$ cat src/hw/rtl/csw_pkg.sv
`timescale 1ns / 1ps
`default_nettype none
// ----------------------------------------------------------------------------
// csw_pkg
// Shared types and constants of the counting semaphore with its wait queue.
// ----------------------------------------------------------------------------
package csw_pkg;

    // Fixed field widths of the stream and configuration ports
    localparam int ID_W     = 8;
    localparam int MODE_W   = 2;
    localparam int CFG_W    = 16;
    localparam int COUNT_W  = 18;
    localparam int S_DATA_W = 8;
    localparam int M_DATA_W = 16;

    // Default sizes handed down from the top level
    localparam int DEF_MAX_WAITERS = 16;
    localparam int DEF_THREAD_BITS = 8;

    // Saturation limits of the signed count
    localparam logic signed [COUNT_W-1:0] COUNT_MAX = 18'sh1FFFF;
    localparam logic signed [COUNT_W-1:0] COUNT_MIN = 18'sh20000;

    // Operation codes carried in the input tuser
    typedef enum logic [MODE_W-1:0] {
        MODE_WAIT    = 2'd0,
        MODE_SIGNAL  = 2'd1,
        MODE_RELEASE = 2'd2
    } t_mode;

    typedef enum logic {
        ST_IDLE,
        ST_DRAIN
    } t_state;

    // Queue control from the semaphore sequencer to the cell chain
    typedef struct packed {
        logic push;
        logic pop;
    } t_q_ctrl;

endpackage
`default_nettype wire

$ cat src/hw/rtl/counting_semaphore_wait_queue_unit.sv
`timescale 1ns / 1ps
`default_nettype none
// ----------------------------------------------------------------------------
// counting_semaphore_wait_queue_unit
// Counting semaphore with a first-in first-out queue of blocked threads.
// ----------------------------------------------------------------------------
// A result is registered and on the master side in the cycle after its
// transaction. Wait and signal give a single result each; release-all gives
// one queued waiter per cycle while the output slot is free (at least one
// result), set by the single pop per cycle at the head of the cell chain.
// Reset: clears the count, queue occupancy, sequencer and output valid;
// the waiter cells are not cleared.
module counting_semaphore_wait_queue_unit #(
    parameter int MAX_WAITERS = csw_pkg::DEF_MAX_WAITERS,
    parameter int THREAD_BITS = csw_pkg::DEF_THREAD_BITS
) (
    input  wire logic                         i_clk,
    input  wire logic                         i_rst_n,
    // configuration: initial_count
    input  wire logic                         i_cfg_wr_en,
    input  wire logic [csw_pkg::CFG_W-1:0]    i_cfg_wr_data,
    // input stream
    input  wire logic                         s_axis_tvalid,
    output logic                              s_axis_tready,
    input  wire logic [csw_pkg::S_DATA_W-1:0] s_axis_tdata,  // [7:0] thread_id
    input  wire logic [csw_pkg::MODE_W-1:0]   s_axis_tuser,  // [1:0] mode
    // output stream
    output logic                              m_axis_tvalid,
    input  wire logic                         m_axis_tready,
    // [0] must_block, [8:1] woken_thread, [9] queue_overflow,
    // [10] count_saturated, [15:11] zero
    output logic [csw_pkg::M_DATA_W-1:0]      m_axis_tdata,
    output logic                              m_axis_tuser,  // [0] woken_valid
    output logic                              m_axis_tlast
);
    import csw_pkg::*;

    localparam int TW    = (THREAD_BITS < ID_W) ? THREAD_BITS : ID_W;
    localparam int OCC_W = $clog2(MAX_WAITERS + 1);

    t_state                    r_state, n_state;
    logic signed [COUNT_W-1:0] r_count, n_count;
    logic signed [COUNT_W-1:0] w_dec, w_inc;
    logic                      r_out_valid, n_out_valid;
    logic                      r_out_block, n_out_block;
    logic                      r_out_wvalid, n_out_wvalid;
    logic [ID_W-1:0]           r_out_wthread, n_out_wthread;
    logic                      r_out_ovf, n_out_ovf;
    logic                      r_out_sat, n_out_sat;
    logic                      r_out_last, n_out_last;
    logic                      w_out_free;
    logic                      w_accept;
    t_mode                     w_mode;
    t_q_ctrl                   w_qctrl;
    logic [TW-1:0]             w_head_id;
    logic [OCC_W-1:0]          w_occ;
    logic                      w_full;

    assign w_out_free    = !r_out_valid || m_axis_tready;
    assign s_axis_tready = (r_state == ST_IDLE) && w_out_free;
    assign w_accept      = s_axis_tvalid && s_axis_tready;
    assign w_mode        = t_mode'(s_axis_tuser);
    assign w_dec         = r_count - 18'sd1;
    assign w_inc         = r_count + 18'sd1;
    assign w_full        = (w_occ == OCC_W'(MAX_WAITERS));

    csw_queue #(
        .MAX_WAITERS (MAX_WAITERS),
        .ID_BITS     (TW),
        .OCC_W       (OCC_W)
    ) u_queue (
        .i_clk     (i_clk),
        .i_rst_n   (i_rst_n),
        .i_ctrl    (w_qctrl),
        .i_push_id (s_axis_tdata[TW-1:0]),
        .o_head_id (w_head_id),
        .o_occ     (w_occ)
    );

    // Sequence operations, update the count and build the next result
    always_comb begin
        n_state       = r_state;
        n_count       = r_count;
        w_qctrl       = '0;
        n_out_valid   = r_out_valid && !m_axis_tready;
        n_out_block   = r_out_block;
        n_out_wvalid  = r_out_wvalid;
        n_out_wthread = r_out_wthread;
        n_out_ovf     = r_out_ovf;
        n_out_sat     = r_out_sat;
        n_out_last    = r_out_last;

        case (r_state)
            ST_IDLE: begin
                if (w_accept) begin
                    n_out_valid   = 1'b1;
                    n_out_block   = 1'b0;
                    n_out_wvalid  = 1'b0;
                    n_out_wthread = '0;
                    n_out_ovf     = 1'b0;
                    n_out_sat     = 1'b0;
                    n_out_last    = 1'b1;
                    case (w_mode)
                        MODE_WAIT: begin
                            // hold the count at its minimum
                            if (r_count == COUNT_MIN) begin
                                if (w_full) begin
                                    n_out_ovf = 1'b1;
                                end else begin
                                    w_qctrl.push = 1'b1;
                                    n_out_block  = 1'b1;
                                end
                            end else if (w_dec[COUNT_W-1]) begin
                                if (w_full) begin
                                    n_out_ovf = 1'b1;
                                end else begin
                                    n_count      = w_dec;
                                    w_qctrl.push = 1'b1;
                                    n_out_block  = 1'b1;
                                end
                            end else begin
                                n_count = w_dec;
                            end
                        end
                        MODE_SIGNAL: begin
                            if (r_count == COUNT_MAX) begin
                                n_out_sat = 1'b1;
                            end else begin
                                n_count = w_inc;
                                if ((w_inc[COUNT_W-1] || w_inc == '0) && w_occ != '0) begin
                                    w_qctrl.pop   = 1'b1;
                                    n_out_wvalid  = 1'b1;
                                    n_out_wthread = ID_W'(w_head_id);
                                end
                            end
                        end
                        MODE_RELEASE: begin
                            // emit the first waiter now, drain the rest after
                            if (w_occ != '0) begin
                                w_qctrl.pop   = 1'b1;
                                n_out_wvalid  = 1'b1;
                                n_out_wthread = ID_W'(w_head_id);
                                if (w_occ != OCC_W'(1)) begin
                                    n_out_last = 1'b0;
                                    n_state    = ST_DRAIN;
                                end
                            end
                        end
                        default: begin
                        end
                    endcase
                end
            end
            ST_DRAIN: begin
                // pop one waiter per free output slot
                if (w_out_free) begin
                    w_qctrl.pop   = 1'b1;
                    n_out_valid   = 1'b1;
                    n_out_block   = 1'b0;
                    n_out_wvalid  = 1'b1;
                    n_out_wthread = ID_W'(w_head_id);
                    n_out_ovf     = 1'b0;
                    n_out_sat     = 1'b0;
                    n_out_last    = (w_occ == OCC_W'(1));
                    if (w_occ == OCC_W'(1)) begin
                        n_state = ST_IDLE;
                    end
                end
            end
            default: begin
                n_state = ST_IDLE;
            end
        endcase

        // A configuration write loads the starting count
        if (i_cfg_wr_en) begin
            n_count = COUNT_W'($unsigned(i_cfg_wr_data));
        end
    end

    // Control state
    always_ff @(posedge i_clk) begin
        if (!i_rst_n) begin
            r_state     <= ST_IDLE;
            r_count     <= '0;
            r_out_valid <= 1'b0;
        end else begin
            r_state     <= n_state;
            r_count     <= n_count;
            r_out_valid <= n_out_valid;
        end
    end

    // Output payload
    always_ff @(posedge i_clk) begin
        r_out_block   <= n_out_block;
        r_out_wvalid  <= n_out_wvalid;
        r_out_wthread <= n_out_wthread;
        r_out_ovf     <= n_out_ovf;
        r_out_sat     <= n_out_sat;
        r_out_last    <= n_out_last;
    end

    assign m_axis_tvalid = r_out_valid;
    assign m_axis_tdata  = {5'b0, r_out_sat, r_out_ovf, r_out_wthread, r_out_block};
    assign m_axis_tuser  = r_out_wvalid;
    assign m_axis_tlast  = r_out_last;

endmodule
`default_nettype wire

$ cat src/hw/rtl/csw_cell.sv
`timescale 1ns / 1ps
`default_nettype none
// ----------------------------------------------------------------------------
// csw_cell
// One slot of the wait queue: loads a new waiter or takes its neighbor's.
// ----------------------------------------------------------------------------
module csw_cell #(
    parameter int ID_BITS = 8
) (
    input  wire logic               i_clk,
    input  wire logic               i_load,
    input  wire logic               i_shift,
    input  wire logic [ID_BITS-1:0] i_load_id,
    input  wire logic [ID_BITS-1:0] i_next_id,
    output logic      [ID_BITS-1:0] o_id
);

    logic [ID_BITS-1:0] r_id;

    // Take a pushed waiter, or advance toward the head on a pop
    always_ff @(posedge i_clk) begin
        if (i_load) begin
            r_id <= i_load_id;
        end else if (i_shift) begin
            r_id <= i_next_id;
        end
    end

    assign o_id = r_id;

endmodule
`default_nettype wire

$ cat src/hw/rtl/csw_queue.sv
`timescale 1ns / 1ps
`default_nettype none
// ----------------------------------------------------------------------------
// csw_queue
// First-in first-out wait queue as a row of cells; the head sits in cell 0.
// ----------------------------------------------------------------------------
module csw_queue #(
    parameter int MAX_WAITERS = 16,
    parameter int ID_BITS     = 8,
    parameter int OCC_W       = $clog2(MAX_WAITERS + 1)
) (
    input  wire logic               i_clk,
    input  wire logic               i_rst_n,
    input  csw_pkg::t_q_ctrl        i_ctrl,
    input  wire logic [ID_BITS-1:0] i_push_id,
    output logic      [ID_BITS-1:0] o_head_id,
    output logic      [OCC_W-1:0]   o_occ
);
    import csw_pkg::*;

    logic [OCC_W-1:0]   r_occ;
    logic [OCC_W-1:0]   n_occ;
    logic [ID_BITS-1:0] w_id [MAX_WAITERS];

    // Build the chain; a pop moves every cell one place toward the head
    for (genvar i = 0; i < MAX_WAITERS; i++) begin : g_cell
        logic [ID_BITS-1:0] w_next;
        if (i < MAX_WAITERS - 1) begin : g_mid
            assign w_next = w_id[i+1];
        end else begin : g_end
            assign w_next = w_id[i];
        end
        csw_cell #(
            .ID_BITS (ID_BITS)
        ) u_cell (
            .i_clk     (i_clk),
            .i_load    (i_ctrl.push && (r_occ == OCC_W'(i))),
            .i_shift   (i_ctrl.pop),
            .i_load_id (i_push_id),
            .i_next_id (w_next),
            .o_id      (w_id[i])
        );
    end

    // Track how many cells hold a waiter
    always_comb begin
        n_occ = r_occ;
        if (i_ctrl.push) begin
            n_occ = r_occ + OCC_W'(1);
        end else if (i_ctrl.pop) begin
            n_occ = r_occ - OCC_W'(1);
        end
    end

    always_ff @(posedge i_clk) begin
        if (!i_rst_n) begin
            r_occ <= '0;
        end else begin
            r_occ <= n_occ;
        end
    end

    assign o_head_id = w_id[0];
    assign o_occ     = r_occ;

endmodule
`default_nettype wire
$ cat config.mk
export PLATFORM = sky130hd
export DESIGN_NAME = counting_semaphore_wait_queue_unit
export DESIGN_NICKNAME = d
export VERILOG_FILES = /design/src/hw/rtl/csw_pkg.sv /design/src/hw/rtl/counting_semaphore_wait_queue_unit.sv /design/src/hw/rtl/csw_cell.sv /design/src/hw/rtl/csw_queue.sv
export SDC_FILE = /design/constraint.sdc
export NUM_CORES = 1
export LEC_CHECK = 0
export CORE_ASPECT_RATIO = 0.5
export CORE_MARGIN = 2
export CORE_UTILIZATION = 64
export DETAILED_ROUTE_END_ITERATION = 8
export DONT_BUFFER_PORTS = 1
export HOLD_SLACK_MARGIN = 0.06
export PLACE_DENSITY = 0.8
export SKIP_CTS_REPAIR_TIMING = 1
export SYNTH_ARGS = -nofsm -noshare
export SYNTH_HDL_FRONTEND = slang
export SYNTH_SLANG_ARGS = --single-unit
$ cat constraint.sdc
create_clock -name i_clk -period 3.65 [get_ports i_clk]
set_input_delay 0.365 -clock i_clk [delete_from_list [all_inputs] [get_ports i_clk]]
set_output_delay 0.365 -clock i_clk [all_outputs]
set_load 0.02 [all_outputs]
---- Word level (Yosys, flattened, before mapping) ----
Cells that the tools add are included.
word-level totals
  logic and storage cells ................. 205
  input port bits ......................... 31
  register bits after elaboration ......... 166
operators by class
  equal/unequal tests ..................... 30
  $add $sub $neg .......................... 4
  bitwise operators ....................... 2
  reduce and logical (&&, ||, !) cells .... 51
  multiplexer cells ....................... 91
operators by type and width
  kind                                                 number
  two-way mux 8 bit                                    35
  two-way mux 18 bit                                   4
  two-way mux 16 bit                                   3
  equality test 5 x 4 -> 1 bit, second input constant  8
  equality test 18 bit, second input constant          2
  case mux 18 bit (2 select lines)                     1
  nonzero test 2 bit                                   18
  two-way mux 1 bit                                    34
  case mux 8 bit (2 select lines)                      2
  equality test 5 x 3 -> 1 bit, second input constant  4
  logical AND 1 bit                                    20
  adder 18 x 2 -> 18 bit, second input constant        1
  logical NOT 18 bit                                   1
  case mux 1 bit (2 select lines)                      9
  subtractor 18 x 2 -> 18 bit, second input constant   1
  AND reduction 6 bit                                  2
  equality test 5 x 2 -> 1 bit, second input constant  2
  two-way mux 5 bit                                    2
  inequality test 3 bit, second input constant         3
  inequality test 2 bit, second input constant         4
  adder 5 x 1 -> 5 bit, second input constant          1
  equality test 5 x 1 -> 1 bit, second input constant  1
  equality test 5 bit, second input constant           1
  logical NOT 5 bit                                    1
  15 further kinds                                     18

---- Longest topological paths before layout ----
  depth after elaboration ................. 11
  mapped depth ............................ 12

---- Cells and area by module ----
Synthesis repeated with hierarchy kept, for this count alone.
unflattened totals
  cell total of the unflattened synthesis .. 677
  area total of the unflattened synthesis .. 9085.0 µm²
modules (own cells, without submodules)
  module                              instances  cells each  area each (µm²)  sequential area each (µm²)
  csw_cell                            16         18          377.9            240.2
  counting_semaphore_wait_queue_unit  1          324         2562.5           790.8
  csw_queue                           1          65          476.7            100.1

---- Worst setup path after synthesis ----
Ideal clock, no wire load.
  path kind ............................... flip-flop to flip-flop
  start point ............................. register u_queue.r_occ[0] (netlist: u_queue.o_occ[0])
  end point ............................... register u_queue.g_cell[10].u_cell.r_id[0] (enable)
  path slack .............................. 417 ps
  stages on the path, launching flop included .. 11
  clock period less this slack ............ 3233 ps
  data required time ...................... 3348 ps
  data arrival time ....................... 2931 ps
  cell sequence ........................... dfxtp_1 > inv_1 > ha_1 > or4b_2 > and3_1 > o311ai_0 > o211ai_1 > a311oi_1 > nand2b_1 > clkbuf_1 > nand2_1
between the ends
  cells in the longest elaborated chain, start to end .. 9
  elaborated cells on any way between the ends .. 17
  classes of those cells .................. 2 x eq/ne; 11 x mux; 4 x reduce/logical
ends and longest elaborated chain
  what                                     RTL line                                                                              RTL
  start: declaration                       csw_queue.sv:21                                                                       logic [OCC_W-1:0] r_occ;
  start signal: assignment                 csw_queue.sv:59                                                                       r_occ <= n_occ;
  equality test 5 bit                      counting_semaphore_wait_queue_unit.sv:65                                              assign w_full = (w_occ == OCC_W'(MAX_WAITERS));
  two-way mux 1 bit                        counting_semaphore_wait_queue_unit.sv:107, counting_semaphore_wait_queue_unit.sv:114
  two-way mux 1 bit                        counting_semaphore_wait_queue_unit.sv:113                                             end else if (w_dec[COUNT_W-1]) begin
  two-way mux 1 bit                        counting_semaphore_wait_queue_unit.sv:106                                             if (r_count == COUNT_MIN) begin
  two-way mux 1 bit                        counting_semaphore_wait_queue_unit.sv:103                                             case (w_mode)
  two-way mux 2 bit                        counting_semaphore_wait_queue_unit.sv:95                                              if (w_accept) begin
  two-way mux 1 bit                        counting_semaphore_wait_queue_unit.sv:93                                              case (r_state)
  logical AND 1 bit                        csw_queue.sv:37                                                                       .i_load (i_ctrl.push && (r_occ == OCC_W'(i))),
  nonzero test 2 bit (no source line) (*)  n/a
  end signal: assignment                   csw_cell.sv:23                                                                        r_id <= i_load_id;
  end signal: assignment                   csw_cell.sv:25                                                                        r_id <= i_next_id;
  end: declaration                         csw_cell.sv:18                                                                        logic [ID_BITS-1:0] r_id;
Mark *: on every way between the ends. The rest lies on a longest branch, timed or not.
A chain may end at the register's enable or synchronous reset.

---- Final worst setup path ----
  start point ............................. register r_count[7]
  end point ............................... register u_queue.g_cell[10].u_cell.r_id[7] (enable)
between the ends
  cells in the longest elaborated chain, start to end .. 10
  elaborated cells on any way between the ends .. 18
  classes of those cells .................. 2 x add/sub; 2 x eq/ne; 9 x mux; 5 x reduce/logical
ends and longest elaborated chain
  what                                     RTL line                                   RTL
  start: declaration                       counting_semaphore_wait_queue_unit.sv:42   logic signed [COUNT_W-1:0] r_count, n_count;
  start signal: assignment                 counting_semaphore_wait_queue_unit.sv:189  r_count <= n_count;
  adder 18 x 2 -> 18 bit                   counting_semaphore_wait_queue_unit.sv:64   assign w_inc = r_count + 18'sd1;
  logical NOT 18 bit                       counting_semaphore_wait_queue_unit.sv:130  if ((w_inc[COUNT_W-1] || w_inc == '0) && w_occ != '0) begin
  logical OR 1 bit                         counting_semaphore_wait_queue_unit.sv:130
  logical AND 1 bit                        counting_semaphore_wait_queue_unit.sv:130
  two-way mux 1 bit                        counting_semaphore_wait_queue_unit.sv:130
  two-way mux 1 bit                        counting_semaphore_wait_queue_unit.sv:126  if (r_count == COUNT_MAX) begin
  case mux 1 bit (2 select lines)          counting_semaphore_wait_queue_unit.sv:103
  two-way mux 2 bit (*)                    counting_semaphore_wait_queue_unit.sv:95
  case mux 1 bit (2 select lines)          counting_semaphore_wait_queue_unit.sv:93
  nonzero test 2 bit (no source line) (*)  n/a
Marked as above.

==> flow_metrics.py <==
metrics = {
    "setup_path": {
        "crit_path_start": "r_count[7]$_SDFFE_PN0P_",
        "crit_arrival_ns": 3.49,
        "crit_type": "reg -> reg",
        "setup.worst_path.end_class": "register",
        "worstPathRequired_ns": 3.73,
        "r2r-start": "r_count[7]$_SDFFE_PN0P_",
        "critPathMaxFanout": 10,
        "start_kind": "register",
    },
    "detailed_routing": {
        "drt_first_pass_iters": 5,
        "num_vias": 5196,
        "viasPerCell": 6.32,
        "finalWirelength_mm": 17.2,
        "drc": 0,
        "post_drt_wl_per_cell_um": 21.0,
        "drtIter0Drc": 575,
        "drt.antenna.violating_nets": 0,
    },
    "floorplanning": {
        "die_area_mm2": 0.0142,
        "die_h_um": 85.4,
        "core-area_mm2": 0.0128,
        "start_util": 0.662,
        "rows": 29,
        "die_x_um": 167,
        "io_pins": 51,
    },
    "synthesis": {
        "syn_inst": 641,
        "synthSimpleGateAreaFrac": 0.128,
        "synthAdderAreaFrac": 0.0162,
        "synth_mux_area_frac": 0.184,
        "ys.flop_type": "edfxtp_1",
        "synth_seq_cells": 166,
        "synth_edf_count": 141,
        "yosys.area.top_type": "edfxtp_1",
        "synth_cell_type_count": 62,
        "synth_top_area_frac": 0.499,
        "synth_xor_area_frac": 0.0227,
        "synthArstFlopShare": 0,
        "synth_area_leaders": "edfxtp_1 (50%), mux2_2 (11%), mux2_4 (7.1%)",
        "synth_compound_area_frac": 0.0561,
        "ys_seq_area_frac": 0.558,
        "ys_warn_count": 0,
        "postSynthAreaPerCell_um2": 13.2,
        "netlist_area_mm2": 0.00848,
        "synth_top_family_by_area": "multiplexers",
    },
    "global_routing": {
        "gr-usage-all-layers": 0.240,
        "grt_first_pass_wirelength_mm": 26.3,
        "first_global_vias": 4968,
        "overflow": 0,
        "grt_antenna_before_repair": 0,
        "grt_max_degree": 34,
    },
    "layout": {
        "n_antenna_cell": 0,
        "post-route-util": 0.721,
        "syn2layout_area_growth_pct": 8.88,
        "nNetsFinal": 681,
        "fillCellCount": 821,
        "stdcell_area_mm2": 0.00923,
        "instances_no_fill": 822,
        "drive_gt1_frac": 0.287,
    },
    "clock_network": {
        "cts-buffers-inserted": 17,
        "cts-root-buf": "clkbuf_16",
        "clk_latency_ns": 0.42,
        "path_clk_slew_ns": 0.07,
        "clockBufferDepth": 2,
        "cts_tree": "yes",
        "clock-sinks": 166,
        "htree_levels": 4,
    },
    "timing": {
        "final-setup-viol-count": 0,
        "finalMaxSlewViolations": 0,
        "relSlewSlack": 0.273,
        "period_minus_slack_ns": 3.41,
        "finalHoldViolCount": 0,
        "whs_ns": 0.0766,
        "tightest_slew_ns": 1.08,
        "max_freq_mhz": 294,
        "finalCritPeriodShare": 0.933,
        "fin_skew_ns": 0.0124,
        "rsz0062_at_grt": "no",
        "setup_slack_ns": 0.244,
        "tns_ns": 0,
    },
    "power_and_ir_drop": {
        "vdd_drop_max_v": 0.000300,
        "p_per_area_mw_per_mm2": 434,
        "leakage_nw": 3.35,
        "total_power_mw": 4.01,
    },
    "placed_design": {
        "pre_cts_slack_ns": 0.278,
        "place_area_mm2": 0.00858,
        "dp.cells": 782,
        "place.gp.congestion": 0.944,
        "io_buffers": 0,
        "dp_hpwl_mm": 11.0,
    },
    "worst_hold_path": {
        "hold_class": "in -> reg",
        "hp-start": "i_rst_n",
    },
    "outcome": {
        "status": "complete, no violations",
    },
    "flow_run": {
        "maxCapViolCount": 0,
    },
}
==> registers in the layout (all words and copies together) (netlist names) <==
signal                      cells
m_axis_tlast                    1
m_axis_tuser                    1
m_axis_tvalid                   1
r_count                        18
r_out_block                     1
r_out_ovf                       1
r_out_sat                       1
r_out_wthread                   8
r_state                         1
u_queue.g_cell.u_cell.o_id    128
u_queue.o_occ                   5
==> power by group <==
group / switching [mW] / leakage [nW] / internal (mW)
logic: 0.0950 / 1.60 / 0.0667
clock network: 0.786 / 0.264 / 0.962
registers: 0.0415 / 1.48 / 2.05
==> cell usage in the layout, fill, tap and decap left out, types with 8 or more instances in the layout <==
| cell | instances |
|---|---|
| nand4_1 | 11 |
| nor3_1 | 10 |
| nand3_1 | 12 |
| and3_1 | 10 |
| ha_1 | 11 |
| nor2_1 | 23 |
| mux2_4 | 40 |
| buf_4 | 14 |
| o21ai_0 | 28 |
| edfxtp_1 | 141 |
| xor2_1 | 14 |
| a21oi_1 | 19 |
| nand2_1 | 52 |
| dlygate4sd3_1 | 8 |
| clkbuf_16 | 17 |
| dfxtp_1 | 25 |
| mux2_2 | 80 |
| xnor2_1 | 8 |
| nor2b_1 | 13 |
| inv_1 | 13 |
==> cells in the mapped netlist (3+ instances only) <==
cell,number
mux2_4,40
o21ai_0,28
nand2_8,3
nand3_1,12
nor2_1,23
nand4_1,11
a21oi_1,19
nand2b_1,3
buf_6,3
o32ai_1,4
nor2b_1,13
ha_1,11
and4_1,4
clkbuf_1,32
nand4_2,5
mux2_2,80
dfxtp_1,25
inv_1,13
and2_1,5
nand2_4,3
xor2_1,14
or3_1,4
o31ai_1,3
nor3_1,10
edfxtp_1,141
nand2_1,52
xnor2_1,8
nand3_2,3
mux2i_1,4
a31oi_1,6
buf_4,9
and3_1,10
a311oi_1,4
==> final cells by class <==
type	count	area [um2]	area share
Clock buffer	19	433	0.0469
Clock inverter	13	141	0.0153
Inverter	13	48.8	0.00529
Multi-Input combinational cell	419	3480	0.377
Sequential cell	166	4730	0.513
Tap cell	170	213	0.0230
Timing Repair Buffer	22	185	0.0201
==> worst paths after layout <==
check | cells after the start | slack (ns) | to
hold / removal | 1 | 0.08 | u_queue.o_occ[4]$_SDFFE_PN0P_
setup reg to reg | 8 | 0.24 | u_queue.g_cell[10].u_cell.o_id[7]$_DFFE_PP_
hold reg to reg | 1 | 0.53 | r_out_wthread[5]$_DFFE_PP_
setup / recovery | 8 | 0.24 | u_queue.g_cell[10].u_cell.o_id[7]$_DFFE_PP_
==> worst max-delay path, stage by stage (launching register included) <==
cell       delay, ns
dfxtp_1         0.54
nand4_1         0.26
or4_1           0.61
mux2i_1         0.15
a2111oi_1       0.49
a311oi_1        0.24
nand2b_1        0.25
buf_4           0.22
nand2_1         0.30
==> cells by family after synthesis <==
family                   after synthesis
adder cells (fa/ha/maj)               11
AO/OA/AOI/OAI                         77
buffers and inverters                 60
XOR/XNOR                              22
flip-flops                           166
AND/OR/NAND/NOR                      179
other                                  1
multiplexers                         125
==> per-layer routing <==
| metal | wire length [um] | up-vias | global-route usage |
|---|---|---|---|
| met5 | 0 | - | 0 |
| met4 | 220 | 0 | 0.0799 |
| met3 | 1360 | 25 | 0.0630 |
| met2 | 7800 | 237 | 0.383 |
| met1 | 7860 | 2537 | 0.327 |
| li1 | - | 2397 | - |
No activity file was read; power rests on OpenSTA's default activity.
